### config.mk
export PLATFORM = sky130hd
export DESIGN_NAME = warp_divergence_stack_control_core
export DESIGN_NICKNAME = d
export VERILOG_FILES = /design/src/wdsc_pkg.sv /design/src/wdsc_ctrl.sv /design/src/wdsc_dp.sv /design/src/warp_divergence_stack_control_core.sv
export SDC_FILE = /design/constraint.sdc
export NUM_CORES = 1
export LEC_CHECK = 0
export ABC_AREA = 1
export BUFFER_PORTS_ARGS = -buffer_cell sky130_fd_sc_hd__buf_2
export CORE_MARGIN = 4
export CORE_UTILIZATION = 50
export CTS_CLUSTER_SIZE = 16
export DETAILED_ROUTE_END_ITERATION = 8
export PLACE_DENSITY = 0.76
export SLEW_MARGIN = 5
export SYNTH_ARGS = -nofsm -noshare
export SYNTH_HDL_FRONTEND = slang
export SYNTH_HIERARCHICAL = 1
export SYNTH_SLANG_ARGS = --single-unit
### constraint.sdc
create_clock -name clk_i -period 8 [get_ports clk_i]
set_clock_uncertainty 0.15 [all_clocks]
set_input_delay 1.2 -clock clk_i [delete_from_list [all_inputs] [get_ports clk_i]]
set_output_delay 1.2 -clock clk_i [all_outputs]
set_load 0.02 [all_outputs]
### src/wdsc_pkg.sv
// Package for the warp divergence stack control block.
// Holds lane count, operation and status codes, payload and command structs.
// No dependencies.
package wdsc_pkg;

  localparam int unsigned LANES = 4;
  localparam int unsigned STACK_DEPTH_DEF = 8;
  localparam logic [3:0] LIMIT_RESET = 4'd8;
  localparam logic [31:0] PC_STEP = 32'd4;

  typedef enum logic [1:0] {
    OP_TMC   = 2'd0,
    OP_SPLIT = 2'd1,
    OP_JOIN  = 2'd2,
    OP_PRED  = 2'd3
  } op_e;

  typedef enum logic [1:0] {
    ST_OK    = 2'd0,
    ST_FULL  = 2'd1,
    ST_EMPTY = 2'd2
  } status_e;

  typedef struct packed {
    logic [1:0]       operation;
    logic [31:0]      pc;
    logic [LANES-1:0] lane_cond;
    logic             cond_negate;
    logic             tokenless;
    logic [31:0]      scalar_rs1;
    logic [LANES-1:0] restore_mask;
    logic             end_of_packet;
    logic             release_default;
  } wdsc_in_t;

  typedef struct packed {
    logic [LANES-1:0] next_mask;
    logic             warp_resume;
    logic [3:0]       dst_value;
    logic             redirect;
    logic [31:0]      redirect_pc;
    logic             divergence;
    logic [1:0]       status;
  } wdsc_out_t;

  typedef struct packed {
    logic capture;
    logic execute;
    logic cfg_write;
  } wdsc_cmd_t;

endpackage

### src/wdsc_ctrl.sv
// Controller state machine: accepts an item, runs the execute state, then strobes the result.
// Depends on wdsc_pkg.
module wdsc_ctrl import wdsc_pkg::*; (
  input  logic      clk_i,
  input  logic      rst_ni,
  input  logic      start,
  output logic      busy,
  input  logic      cfg_valid_i,
  output logic      cfg_ready_o,
  output logic      result_valid_o,
  output wdsc_cmd_t cmd_o
);

  typedef enum logic {
    S_IDLE,
    S_EXEC
  } state_e;

  state_e state_q, state_d;
  logic   done_q, done_d;

  always_comb begin
    state_d = state_q;
    case (state_q)
      S_IDLE: begin
        if (start) state_d = S_EXEC;
      end
      S_EXEC: state_d = S_IDLE;
      default: state_d = S_IDLE;
    endcase
    done_d = (state_q == S_EXEC);
  end

  always_ff @(posedge clk_i or negedge rst_ni) begin
    if (!rst_ni) begin
      state_q <= S_IDLE;
      done_q  <= 1'b0;
    end else begin
      state_q <= state_d;
      done_q  <= done_d;
    end
  end

  assign busy           = (state_q == S_EXEC);
  assign cfg_ready_o    = (state_q == S_IDLE);
  assign result_valid_o = done_q;
  assign cmd_o.capture   = start && (state_q == S_IDLE);
  assign cmd_o.execute   = (state_q == S_EXEC);
  assign cmd_o.cfg_write = cfg_valid_i && (state_q == S_IDLE);

  a_accept_then_exec: assert property (@(posedge clk_i) disable iff (!rst_ni)
    cmd_o.capture |=> cmd_o.execute)
    else $error("accepted item did not enter execute");
  a_exec_then_strobe: assert property (@(posedge clk_i) disable iff (!rst_ni)
    cmd_o.execute |=> result_valid_o && !cmd_o.execute)
    else $error("execute not followed by a single result strobe");
  a_no_cfg_while_exec: assert property (@(posedge clk_i) disable iff (!rst_ni)
    !(cmd_o.cfg_write && cmd_o.execute))
    else $error("config write during execute");

endmodule

### src/wdsc_dp.sv
// Datapath: thread mask, stack count, config register, reconvergence stack memory
// and result register. Depends on wdsc_pkg.
module wdsc_dp import wdsc_pkg::*; #(
  parameter int unsigned STACK_DEPTH = STACK_DEPTH_DEF
) (
  input  logic       clk_i,
  input  logic       rst_ni,
  input  wdsc_cmd_t  cmd_i,
  input  logic [3:0] cfg_data_i,
  input  wdsc_in_t   in_i,
  output wdsc_out_t  result_o
);

  localparam int unsigned CntW  = $clog2(STACK_DEPTH + 1);
  localparam int unsigned AddrW = (STACK_DEPTH > 1) ? $clog2(STACK_DEPTH) : 1;
  localparam int unsigned LimW  = (CntW > 4) ? CntW : 4;

  typedef struct packed {
    logic [LANES-1:0] mask;
    logic [31:0]      else_pc;
    logic             fallthrough;
  } entry_t;

  entry_t           mem_q [STACK_DEPTH];
  entry_t           top_q;
  wdsc_in_t         item_q;
  wdsc_out_t        res_q, res_d;
  logic [LANES-1:0] mask_q, mask_d;
  logic [CntW-1:0]  count_q, count_d;
  logic [3:0]       limit_q;

  logic             we;
  logic [AddrW-1:0] waddr;
  entry_t           wdata;

  logic [LANES-1:0] cond, taken, other, deferred, pred;
  logic [LimW-1:0]  limit_w;
  logic             full, act, set_mask;

  always_comb begin
    cond     = item_q.lane_cond ^ {LANES{item_q.cond_negate}};
    taken    = mask_q & cond;
    other    = mask_q & ~cond;
    pred     = mask_q & cond;
    deferred = ~mask_q & top_q.mask;
    limit_w  = (LimW'(limit_q) < LimW'(STACK_DEPTH)) ? LimW'(limit_q) : LimW'(STACK_DEPTH);
    full     = LimW'(count_q) >= limit_w;
    act      = item_q.tokenless ? (count_q != '0)
                                : (item_q.scalar_rs1 != 32'(count_q));

    mask_d   = mask_q;
    count_d  = count_q;
    set_mask = 1'b0;
    we       = 1'b0;
    waddr    = AddrW'(count_q);
    wdata    = top_q;
    res_d    = '0;
    res_d.status = ST_OK;

    case (item_q.operation)
      OP_TMC: begin
        if (item_q.end_of_packet) begin
          mask_d   = item_q.scalar_rs1[LANES-1:0];
          set_mask = 1'b1;
        end
      end
      OP_SPLIT: begin
        res_d.dst_value = 4'(count_q);
        if (item_q.end_of_packet) begin
          if ((taken != '0) && (other != '0)) begin
            if (full) begin
              res_d.status = ST_FULL;
            end else begin
              mask_d = ($countones(taken) <= $countones(other)) ? taken : other;
              we     = 1'b1;
              waddr  = AddrW'(count_q);
              wdata.mask        = mask_q;
              wdata.else_pc     = item_q.pc + PC_STEP;
              wdata.fallthrough = 1'b0;
              count_d = count_q + 1'b1;
              res_d.divergence = 1'b1;
              set_mask = 1'b1;
            end
          end else begin
            set_mask = 1'b1;
          end
        end
      end
      OP_JOIN: begin
        if (item_q.end_of_packet) begin
          if (act && (count_q == '0)) begin
            res_d.status = ST_EMPTY;
          end else begin
            set_mask = 1'b1;
            if (act) begin
              if (top_q.fallthrough || (item_q.tokenless && (deferred == '0))) begin
                mask_d  = top_q.mask;
                count_d = count_q - 1'b1;
              end else begin
                mask_d            = deferred;
                res_d.redirect    = 1'b1;
                res_d.redirect_pc = top_q.else_pc;
                we                = 1'b1;
                waddr             = AddrW'(count_q - 1'b1);
                wdata.fallthrough = 1'b1;
              end
            end
          end
        end
      end
      OP_PRED: begin
        if (item_q.end_of_packet) begin
          mask_d   = (pred != '0) ? pred : item_q.restore_mask;
          set_mask = 1'b1;
        end
      end
      default: ;
    endcase

    res_d.next_mask   = mask_d;
    res_d.warp_resume = set_mask ? (mask_d != '0) : item_q.release_default;
  end

  always_ff @(posedge clk_i or negedge rst_ni) begin
    if (!rst_ni) begin
      mask_q  <= '1;
      count_q <= '0;
      limit_q <= LIMIT_RESET;
    end else begin
      if (cmd_i.cfg_write) limit_q <= cfg_data_i;
      if (cmd_i.execute) begin
        mask_q  <= mask_d;
        count_q <= count_d;
      end
    end
  end

  always_ff @(posedge clk_i) begin
    if (cmd_i.capture) begin
      item_q <= in_i;
      top_q  <= mem_q[AddrW'(count_q - 1'b1)];
    end
    if (cmd_i.execute) begin
      res_q <= res_d;
      if (we) mem_q[waddr] <= wdata;
    end
  end

  assign result_o = res_q;

  a_count_bound: assert property (@(posedge clk_i) disable iff (!rst_ni)
    32'(count_q) <= STACK_DEPTH)
    else $error("stack count beyond depth");
  a_state_hold: assert property (@(posedge clk_i) disable iff (!rst_ni)
    !cmd_i.execute |=> $stable(count_q) && $stable(mask_q))
    else $error("state changed outside execute");
  a_count_step: assert property (@(posedge clk_i) disable iff (!rst_ni)
    cmd_i.execute |=> (count_q == $past(count_q)) || (count_q == $past(count_q) + 1'b1)
                      || (count_q == $past(count_q) - 1'b1))
    else $error("stack count moved by more than one");

endmodule

### src/warp_divergence_stack_control_core.sv
// Top level of the warp divergence stack control block.
// Instantiates wdsc_ctrl and wdsc_dp; depends on wdsc_pkg.
//
// Usage:
//   Input channel: an item transfers at a rising edge with start high and busy low.
//   Each item passes through the execute state after its transfer, then its result shows on
//   result_o for exactly one cycle, marked by result_valid_o. The receiver cannot
//   stall; a result must be taken in the cycle it is shown.
//   The result strobe comes from the registered done flag that follows the execute state.
//   Busy is high during the execute state, so no new item transfers until the current one
//   has executed. A new item may transfer while a result is shown.
//   Configuration: cfg_data_i writes stack_limit when cfg_valid_i and cfg_ready_o are
//   both high; ready is high while no item executes.
//   Reset: thread mask all lanes active, stack empty, stack_limit 8, no result shown.
//   Stack entries are undefined until pushed; no clearing pass.
module warp_divergence_stack_control_core import wdsc_pkg::*; #(
  parameter int unsigned STACK_DEPTH = STACK_DEPTH_DEF
) (
  input  logic       clk_i,
  input  logic       rst_ni,
  input  logic       start,
  output logic       busy,
  input  wdsc_in_t   in_i,
  output logic       result_valid_o,
  output wdsc_out_t  result_o,
  input  logic       cfg_valid_i,
  output logic       cfg_ready_o,
  input  logic [3:0] cfg_data_i
);

  wdsc_cmd_t cmd;

  wdsc_ctrl u_ctrl (
    .clk_i          (clk_i),
    .rst_ni         (rst_ni),
    .start          (start),
    .busy           (busy),
    .cfg_valid_i    (cfg_valid_i),
    .cfg_ready_o    (cfg_ready_o),
    .result_valid_o (result_valid_o),
    .cmd_o          (cmd)
  );

  wdsc_dp #(
    .STACK_DEPTH (STACK_DEPTH)
  ) u_dp (
    .clk_i      (clk_i),
    .rst_ni     (rst_ni),
    .cmd_i      (cmd),
    .cfg_data_i (cfg_data_i),
    .in_i       (in_i),
    .result_o   (result_o)
  );

endmodule

==> results.py, run 1 <==
metrics = {
    "clock_tree": {
        "root_buffer": "clkbuf_16",
        "clk-insertion-delay-late_ns": 0.57,
        "cts_tree": "yes",
        "cts_buffer_depth": 3,
        "htreeDepth": 2,
        "post_cts_buffers": 0,
        "path_clk_slew_ns": 0.06,
        "ctsHoldBuffers": 0,
        "cts_buffers": 47,
        "cts-resized-gates": 0,
        "cts_sinks": 470,
    },
    "synth": {
        "netlist_area_sq_um": 19600,
        "synth_edf_count": 456,
        "synth.most_common_cell": "edfxtp_1",
        "synthFlopType": "edfxtp_1",
        "synth_nets": 1712,
        "synthDistinctLibCells": 50,
        "post_synth_inst_count": 1604,
        "ys_top_cells_by_area": "edfxtp_1, nor2_1, o21ai_0",
        "avgSynthCellArea_sq_um": 12.2,
        "netlist_top_cells_count": "edfxtp_1, nor2_1, o21ai_0",
        "async_flop_share": 0.0298,
        "yosysWarnings": 6,
        "synth_area_leader_cell": "edfxtp_1",
        "yosysSeqAreaShare": 0.718,
        "yosysTopAreaCellShare": 0.700,
        "yosys_register_bits": 470,
    },
    "run": {
        "max_cap_violations": 0,
    },
    "worst_setup_path": {
        "worstPathRequired_ns": 8.07,
        "critPathLaunchType": "flop",
        "crit_type": "flop to flop",
        "cp-end-kind": "flop",
        "worst-path-max-fanout": 76,
        "cp_data_arrival_time_ns": 4.78,
    },
    "run_status": {
        "status": "complete, no violations",
    },
    "routing": {
        "vias_per_cell": 5.49,
        "num_vias": 12500,
        "final_antenna_net_count": 0,
        "drt_wl_total_mm": 43.0,
        "dr.pass1.iters": 5,
        "wl_per_cell_um": 18.9,
        "drcViolationCount": 0,
        "drt-initial-drc-count": 1503,
    },
    "placement": {
        "post_dp_cell_area_sq_um": 20800,
        "dp_cells": 2196,
        "dp_hpwl_mm": 25.2,
        "gp_congestion": 0.855,
        "place_ws_ns": 3.29,
        "portBuffers": 133,
    },
    "pwr": {
        "switching_power_mw": 2.76,
        "switching_share": 0.346,
        "p_total_mw": 7.97,
        "power.share.clock": 0.271,
        "powerDensity_nw_per_um2": 358,
        "leakagePower_nw": 8.22,
        "p_int_mw": 5.21,
        "seqPwrFrac": 0.425,
        "peakVddDrop_mv": 0.256,
        "p_comb_frac": 0.304,
    },
    "floorplanning": {
        "io_pins": 134,
        "core_area_sq_um": 38600,
        "die_width_um": 206,
        "start_util": 0.506,
        "dieArea_sq_um": 42400,
        "rows": 72,
        "die_height_um": 206,
    },
    "global_routing": {
        "grt_use_total": 0.201,
        "grt_max_degree": 97,
        "antenna_found_initial": 0,
        "grt_first_pass_wirelength_mm": 66.9,
        "overflow": 0,
        "grt_pass1_vias": 12300,
    },
    "finish": {
        "final_cells": 2277,
        "antenna_cells": 0,
        "post-route-util": 0.576,
        "syn2layout_area_growth_pct": 13.7,
        "stdcell_area_sq_um": 22300,
        "drive_gt1_frac": 0.161,
        "multi_input_area_sq_um": 4850,
        "regArea_sq_um": 14100,
        "nets": 1835,
        "n_fill_cell": 3023,
    },
    "sta": {
        "tns_ns": 0,
        "period_share": 0.589,
        "slew_headroom": 0.308,
        "hold_viol_final": 0,
        "drv_slew": 0,
        "min_period_ns": 4.71,
        "fmax_mhz": 212,
        "rsz0062_at_grt": "false",
        "tightest_slew_ns": 1.04,
        "finalWorstSetupSlack_ns": 3.29,
        "timing.hold.ws_ns": 0.362,
        "setup_viol_count_final": 0,
    },
    "min_path": {
        "hold_class": "flop to flop",
    },
}
==> placed cells by master (no fill, tap or decap), types with 16 or more instances in the layout <==
cell type / count
a31oi_1: 37
buf_2: 133
buf_4: 16
clkbuf_16: 47
edfxtp_1: 456
ha_1: 21
inv_1: 100
nand2_1: 146
nand3_1: 38
nor2_1: 338
o21ai_0: 186
o22ai_1: 38
xor2_1: 19
==> power groups by stage <==
| stage | sequential (mW) | clock, mW | combinational (mW) |
|---|---|---|---|
| after floorplan | 3.36 | 0 | 1.74 |
| after global routing | 3.41 | 2.30 | 2.69 |
| after CTS | 3.39 | 2.20 | 2.40 |
| after detailed placement | 3.44 | 0 | 2.38 |
| final | 3.39 | 2.16 | 2.42 |
| after global placement | 3.43 | 0 | 2.30 |
==> critical path: stages, from the launching register on <==
cell     delay, ns
dfrtp_4       0.83
inv_4         0.46
ha_2          0.36
nand3_1       0.15
inv_1         0.12
nor3_2        0.23
nand2_4       0.34
xor2_2        0.27
nand2_1       0.27
nor2_4        0.71
buf_4         0.44
==> logic make-up (layout without fill, tap and decap cells) <==
family | Yosys count | in the layout | share of synthesized area
xor gates and xnor gates | 35 | 35 | 0.0168
adders and majority gates | 22 | 22 | 0.0141
AOI/OAI and AO/OA | 298 | 298 | 0.0826
DFF | 470 | 470 | 0.718
and+or+nand+nor | 589 | 589 | 0.130
buffers and inverters | 188 | 343 | 0.0379
muxes | 2 | 2 | 0.00115
==> registers in the layout, indices dropped and copies added (netlist names) <==
name                   flops
u_dp/mem_q               296
u_dp/item_q               78
u_dp/result_o             45
u_dp/top_q                37
u_dp/count_q               4
u_dp/limit_q               4
u_dp/mask_q                4
u_ctrl/busy                1
u_ctrl/result_valid_o      1
==> routing by layer <==
metal  wire (um)  track usage  vias up
met5           0            0        -
met1       18100        0.274     6096
met2       21000        0.335      450
li1            -            -     5884
met4        1150       0.0677        0
met3        2820       0.0298       82
==> path summary, 6_finish.rpt <==
check | from | cells after the start | end | slack, ns
max | u_dp/count_q[0] | 10 | u_dp/mem_q[5][32] | 3.29
min | u_dp/limit_q[1] | 1 | u_dp/limit_q[1] | 0.36
max reg2reg | u_dp/count_q[0] | 10 | u_dp/mem_q[5][32] | 3.29
min reg2reg | u_dp/limit_q[1] | 1 | u_dp/limit_q[1] | 0.36
max in group asynchronous | rst_ni | 1 | u_dp/limit_q[3] | 7.01
min in group asynchronous | rst_ni | 1 | u_dp/limit_q[1] | 0.39
==> cell type report <==
class	count	share of cell area
timing repair buffer	149	0.0353
tap	518	0.0291
sequential	470	0.631
multi-input combinational	946	0.218
clock inverter	26	0.0130
clock buffer	55	0.0542
inverter	113	0.0192
Power figures use the tool's default switching activity.
==> inputs of run 2 (changes only) <==
- PLACE_DENSITY: 0.76 -> 0.79
- clock period: 8 -> 4 ns (I/O delays scaled with it)
==> run 2 against run 1 <==
Non-clock buffer count increased by 21. Utilization increased by 0.71 points. Sequential share of layout area decreased by 0.77 points. Critical path type unchanged. Global-route usage increased by 0.51 points. Routed wire length increased by 1.7%. Clock power increased by 98%. Sequential power increased by 97%. Highest routed layer unchanged. Via count increased by 1.7%. Largest power group unchanged. Sequential cell count unchanged.
==> results.py, run 2 (same netlist as run 1, synthesis figures left out) <==
metrics = {
    "run_status": {
        "status": "complete, no violations",
    },
    "clock_tree": {
        "clk-insertion-delay-late_ns": 0.60,
        "cts_tree": "yes",
        "root_buffer": "clkbuf_16",
        "cts_buffer_depth": 3,
        "cts_sinks": 470,
        "htreeDepth": 2,
        "path_clk_slew_ns": 0.06,
        "cts_buffers": 47,
    },
    "worst_setup_path": {
        "cpMaxStageDelayCell": "edfxtp_1",
        "path_buf_inv": 2,
        "cpLargestDelayFamily": "adder cells",
        "cp_data_arrival_time_ns": 3.95,
        "crit_type": "flop to flop",
        "path_cells": "xor2_2 > or2_2 > ha_1 > ha_1 > ha_1 > ha_1 > inv_1 > ha_1 > nand2_1 > o21ai_2 > nand2_2 > xor2_1 > nand3_1 > nand3_1 > nand3_1 > nand2_1 > inv_1 > nor2_1 > a21oi_1",
        "critPathLaunchType": "flop",
        "crit_top_cell": "ha_1",
        "critPathMaxStageDelay_ns": 0.45,
        "cp-end-kind": "flop",
        "worst-path-max-fanout": 4,
        "worstPathRequired_ns": 4.19,
    },
    "finish": {
        "antenna_cells": 0,
        "nets": 1856,
        "stdcell_area_sq_um": 22500,
        "n_fill_cell": 2935,
        "largest_reg_flops": 296,
        "drive_gt1_frac": 0.170,
        "syn2layout_area_growth_pct": 15.1,
        "final_common_cell": "edfxtp_1",
        "top_register": "u_dp/mem_q",
        "final_cells": 2300,
        "post-route-util": 0.583,
        "mostFrequentLayoutCells": "edfxtp_1, nor2_1, o21ai_0",
    },
    "pwr": {
        "peakVddDrop_mv": 0.604,
        "leakagePower_nw": 8.33,
        "powerDensity_nw_per_um2": 708,
    },
    "placement": {
        "dp_hpwl_mm": 25.8,
        "dp_cells": 2211,
        "gp_congestion": 0.867,
        "post_dp_cell_area_sq_um": 21000,
        "place_ws_ns": 0.0856,
        "portBuffers": 133,
    },
    "global_routing": {
        "grt_use_total": 0.206,
        "overflow": 0,
        "grt_pass1_vias": 12700,
        "grt_max_degree": 106,
        "antenna_found_initial": 0,
        "grt_first_pass_wirelength_mm": 68.3,
    },
    "sta": {
        "timing.hold.ws_ns": 0.0278,
        "period_share": 0.940,
        "slew_headroom": 0.243,
        "tightest_slew_ns": 1.13,
        "rsz0062_at_grt": "false",
        "hold_viol_final": 0,
        "fmax_mhz": 266,
        "min_period_ns": 3.76,
        "finalWorstSetupSlack_ns": 0.239,
        "drv_slew": 0,
        "setup_viol_count_final": 0,
    },
    "routing": {
        "vias_per_cell": 5.53,
        "drt-initial-drc-count": 1512,
        "wl_per_cell_um": 19.0,
        "num_vias": 12700,
        "final_antenna_net_count": 0,
        "drt_wl_total_mm": 43.7,
        "drcViolationCount": 0,
        "dr.pass1.iters": 5,
    },
    "floorplanning": {
        "io_pins": 134,
        "rows": 72,
        "die_width_um": 206,
        "core_area_sq_um": 38600,
        "start_util": 0.506,
        "die_height_um": 206,
        "dieArea_sq_um": 42400,
    },
    "min_path": {
        "hold_class": "input pin to flop",
    },
    "run": {
        "max_cap_violations": 0,
    },
}
run 2: layout make-up:
| cell class | instances | area [sq um] | share of cell area |
|---|---|---|---|
| clock buffer | 54 | 1200 | 0.0534 |
| clock inverter | 29 | 307 | 0.0136 |
| inverter | 113 | 427 | 0.0189 |
| multi-input combinational | 946 | 4870 | 0.216 |
| sequential | 470 | 14100 | 0.624 |
| tap | 518 | 648 | 0.0288 |
| timing repair buffer | 170 | 1030 | 0.0457 |
run 2: worst reg2reg max path, delay by kind of cell, from the launching register on:
family          cells  cell delay, ns
simple gates        8            0.95
buf+inv             2            0.11
xor+xnor            2            0.35
compound gates      2            0.22
fa+ha+maj           5            1.29
flops               1            0.45
run 2: stage by stage:
step	power (mW)	setup TNS (ns)
finish	16.0	0
global placement	11.4	0
detailed placement	11.6	0
floorplan	10.2	-115.57
global route	16.9	0
CTS	16.0	0
run 2: timing repair:
| item | 4_1_cts | 5_1_grt |
|---|---|---|
| hold buffers | 5 | 0 |
| resized for setup | 0 | 5 |
| hold endpoints to repair | 13 | 0 |
| buffers inserted | 0 | 1 |
| endpoints found under the setup margin | 0 | 5 |
run 2: metal layers:
layer | wire [um] | share of wire | GRT usage | up-vias
li1 | - | - | - | 5925
met1 | 17500 | 0.40 | 0.277 | 6112
met2 | 21600 | 0.49 | 0.343 | 583
met3 | 3360 | 0.077 | 0.0317 | 99
met4 | 1230 | 0.028 | 0.0765 | 0
met5 | 0 | 0 | 0 | -
run 2: power breakdown:
part	internal [mW]	total, mW	switching, mW
Sequential	6.47	6.67	0.197
Combinational	1.47	5.01	3.54
Clock	2.43	4.28	1.85
Total	10.4	16.0	5.58
run 2: worst paths after layout:
kind                            startpoint  cells after the start           endpoint  slack [ns]
max                        u_dp/item_q[39]                     19  u_dp/result_o[40]        0.24
min                               in_i[55]                      1    u_dp/item_q[55]        0.03
max reg2reg                u_dp/item_q[39]                     19  u_dp/result_o[40]        0.24
min reg2reg                u_dp/limit_q[1]                      1    u_dp/limit_q[1]        0.38
max in group asynchronous           rst_ni                      2    u_dp/limit_q[3]        3.11
min in group asynchronous           rst_ni                      2    u_dp/count_q[3]        0.29
==> inputs of run 3 (changes only) <==
- CORE_UTILIZATION: 50 -> 54
- PLACE_DENSITY: 0.79 -> 0.83
==> run 3 against run 2 <==
Total power grew 0.26%. Global-route usage increased by 1.7 points. Combinational power is 0.8% higher. Clock power about the same. Worst setup slack got worse by 0.058 ns. Final area shrank 0.53%. Sequential share of layout area increased by 0.33 points. Routed wire length is 1.4% higher. Final cell count fell by 3.0%. Sequential power about the same. Highest routed layer unchanged.
==> results.py, run 3 (same netlist as run 1, synthesis figures left out) <==
metrics = {
    "finish": {
        "top_register": "u_dp/mem_q",
        "largest_reg_flops": 296,
        "antenna_cells": 0,
        "nets": 1844,
        "drive_gt1_frac": 0.170,
        "stdcell_area_sq_um": 22400,
        "mostFrequentLayoutCells": "edfxtp_1, nor2_1, o21ai_0",
        "final_common_cell": "edfxtp_1",
        "syn2layout_area_growth_pct": 14.5,
    },
    "worst_setup_path": {
        "rr_worst_depth": 19,
        "cpMaxStageDelayCell": "edfxtp_1",
        "critPathLaunchType": "flop",
        "cp-end-kind": "flop",
        "path_cells": "xor2_2 > or2_2 > ha_1 > ha_1 > ha_1 > ha_1 > inv_1 > ha_1 > nand2_1 > o21ai_2 > nand2_2 > xor2_1 > nand3_1 > nand3_1 > nand3_1 > nand2_1 > inv_1 > nor2_1 > a21oi_1",
        "path_buf_inv": 2,
        "rr_endpoint": "u_dp/result_o[40]",
        "critPathMaxStageDelay_ns": 0.45,
        "crit_type": "flop to flop",
        "worstPathRequired_ns": 4.14,
        "cp_data_arrival_time_ns": 3.95,
        "cpLargestDelayFamily": "adder cells",
        "rrSetupSlack_ns": 0.18,
        "r2r_start": "u_dp/item_q[39]",
        "worst-path-max-fanout": 4,
        "crit_top_cell": "ha_1",
    },
    "clock_tree": {
        "root_buffer": "clkbuf_16",
        "cts_buffers": 46,
        "cts_sinks": 470,
        "htreeDepth": 2,
        "clk-insertion-delay-late_ns": 0.55,
        "cts_tree": "yes",
        "cts_buffer_depth": 3,
        "path_clk_slew_ns": 0.06,
    },
    "pwr": {
        "p_int_mw": 10.5,
        "switching_power_mw": 5.53,
        "p_comb_frac": 0.315,
        "powerDensity_nw_per_um2": 714,
        "seqPwrFrac": 0.417,
        "leakagePower_nw": 8.30,
        "power.share.clock": 0.268,
        "peakVddDrop_mv": 0.691,
        "switching_share": 0.346,
    },
    "routing": {
        "wl_per_cell_um": 19.9,
        "num_vias": 12800,
        "drt_wl_total_mm": 44.4,
        "drt-initial-drc-count": 1584,
        "dr.pass1.iters": 6,
        "vias_per_cell": 5.74,
        "final_antenna_net_count": 0,
        "drcViolationCount": 0,
    },
    "min_path": {
        "holdPathStages": 1,
        "hold_class": "input pin to flop",
        "worstHoldStart": "in_i[67]",
        "min_to": "u_dp/item_q[67]",
    },
    "placement": {
        "post_dp_cell_area_sq_um": 20900,
        "place_ws_ns": 0.0611,
        "portBuffers": 133,
        "gp_congestion": 0.878,
        "dp_hpwl_mm": 25.4,
    },
    "run_status": {
        "status": "complete, no violations",
    },
    "floorplanning": {
        "dieArea_sq_um": 39400,
        "die_height_um": 198,
        "start_util": 0.549,
        "die_width_um": 198,
        "rows": 69,
        "io_pins": 134,
        "core_area_sq_um": 35700,
    },
    "sta": {
        "tightest_slew_ns": 0.926,
        "slew_headroom": 0.376,
        "setup_viol_count_final": 0,
        "drv_slew": 0,
        "period_share": 0.955,
        "fmax_mhz": 262,
        "finalWorstSetupSlack_ns": 0.182,
        "hold_viol_final": 0,
        "rsz0062_at_grt": "false",
        "min_period_ns": 3.82,
    },
    "run": {
        "max_cap_violations": 0,
    },
    "global_routing": {
        "overflow": 0,
        "grt_use_total": 0.223,
        "grt_max_degree": 94,
        "antenna_found_initial": 0,
        "grt_pass1_vias": 12900,
        "grt_first_pass_wirelength_mm": 68.7,
    },
}
-- run 3: cell count changes in the layout (fill, tap and decap cells not counted), moves of 2 or more --
cell           delta
buf_12            +5
buf_4            -12
bufinv_16         +2
clkbuf_1          -2
clkinv_1          -4
clkinv_16         -2
clkinv_2          +7
clkinv_4          -2
dlygate4sd3_1     -4
-- run 3: worst max path at each step --
stage,startpoint,endpoint,cells past startpoint
final,u_dp/item_q[39],u_dp/result_o[40],19
after global routing,u_dp/item_q[39],u_dp/result_o[40],20
after CTS,u_dp/item_q[39],u_dp/result_o[40],20
after detailed placement,u_dp/item_q[39],u_dp/result_o[40],20
after global placement,u_dp/item_q[39],u_dp/result_o[40],19
after floorplan,u_dp/count_q[0],u_dp/mem_q[3][0],15
-- run 3: final cells by class --
type / count / area (sq um)
Sequential cell: 470 / 14100
Fill cell: 2506 / 13200
Multi-Input combinational cell: 946 / 4870
Clock buffer: 52 / 1190
Timing Repair Buffer: 159 / 1000
Tap cell: 461 / 577
Inverter: 113 / 425
Clock inverter: 29 / 297
-- run 3: power by group through the flow --
| stage | clock network, mW | registers, mW | logic, mW |
|---|---|---|---|
| 2_1_floorplan | 0 | 6.72 | 3.49 |
| 4_1_cts | 4.35 | 6.67 | 4.94 |
| 5_1_grt | 4.56 | 6.70 | 5.58 |
| 3_3_place_gp | 0 | 6.75 | 4.60 |
| 3_5_place_dp | 0 | 6.77 | 4.85 |
| 6_report | 4.29 | 6.67 | 5.05 |
-- run 3: worst register-to-register path, stage by stage (launching register included) --
cell      delay, ns
edfxtp_1       0.45
xor2_2         0.19
or2_2          0.30
ha_1           0.28
ha_1           0.29
ha_1           0.19
ha_1           0.27
inv_1          0.04
ha_1           0.28
nand2_1        0.06
o21ai_2        0.16
nand2_2        0.13
xor2_1         0.16
nand3_1        0.09
nand3_1        0.08
nand3_1        0.08
nand2_1        0.09
inv_1          0.06
nor2_1         0.12
a21oi_1        0.09
-- run 3: timing repair --
action | CTS | global route
hold buffers | 1 | 0
buffers inserted | 0 | 1
endpoints found under the hold margin | 9 | 0
resized for setup | 0 | 5
setup endpoints to repair | 0 | 3
-- run 3: metrics by stage --
stage / power (mW) / setup TNS (ns) / std cells / hold WS [ns] / util
CTS: 16.0 / 0 / 2229 / 0.0480 / 0.628
floorplan: 10.2 / -115.57 / 1604 / 0.154 / -
global placement: 11.4 / 0 / 2147 / 0.357 / 0.586
detailed placement: 11.6 / 0 / 2147 / 0.354 / 0.586
finish: 16.0 / 0 / 2230 / 0.0689 / 0.629
global route: 16.8 / 0 / 2230 / 0.0522 / 0.629
-- run 3: layer usage --
metal / vias to the layer above / global-route usage / part of all wire
met1: 6134 / 0.289 / 0.38
li1: 5917 / - / -
met2: 632 / 0.390 / 0.51
met3: 108 / 0.0325 / 0.082
met5: - / 0 / 0
met4: 0 / 0.0717 / 0.027
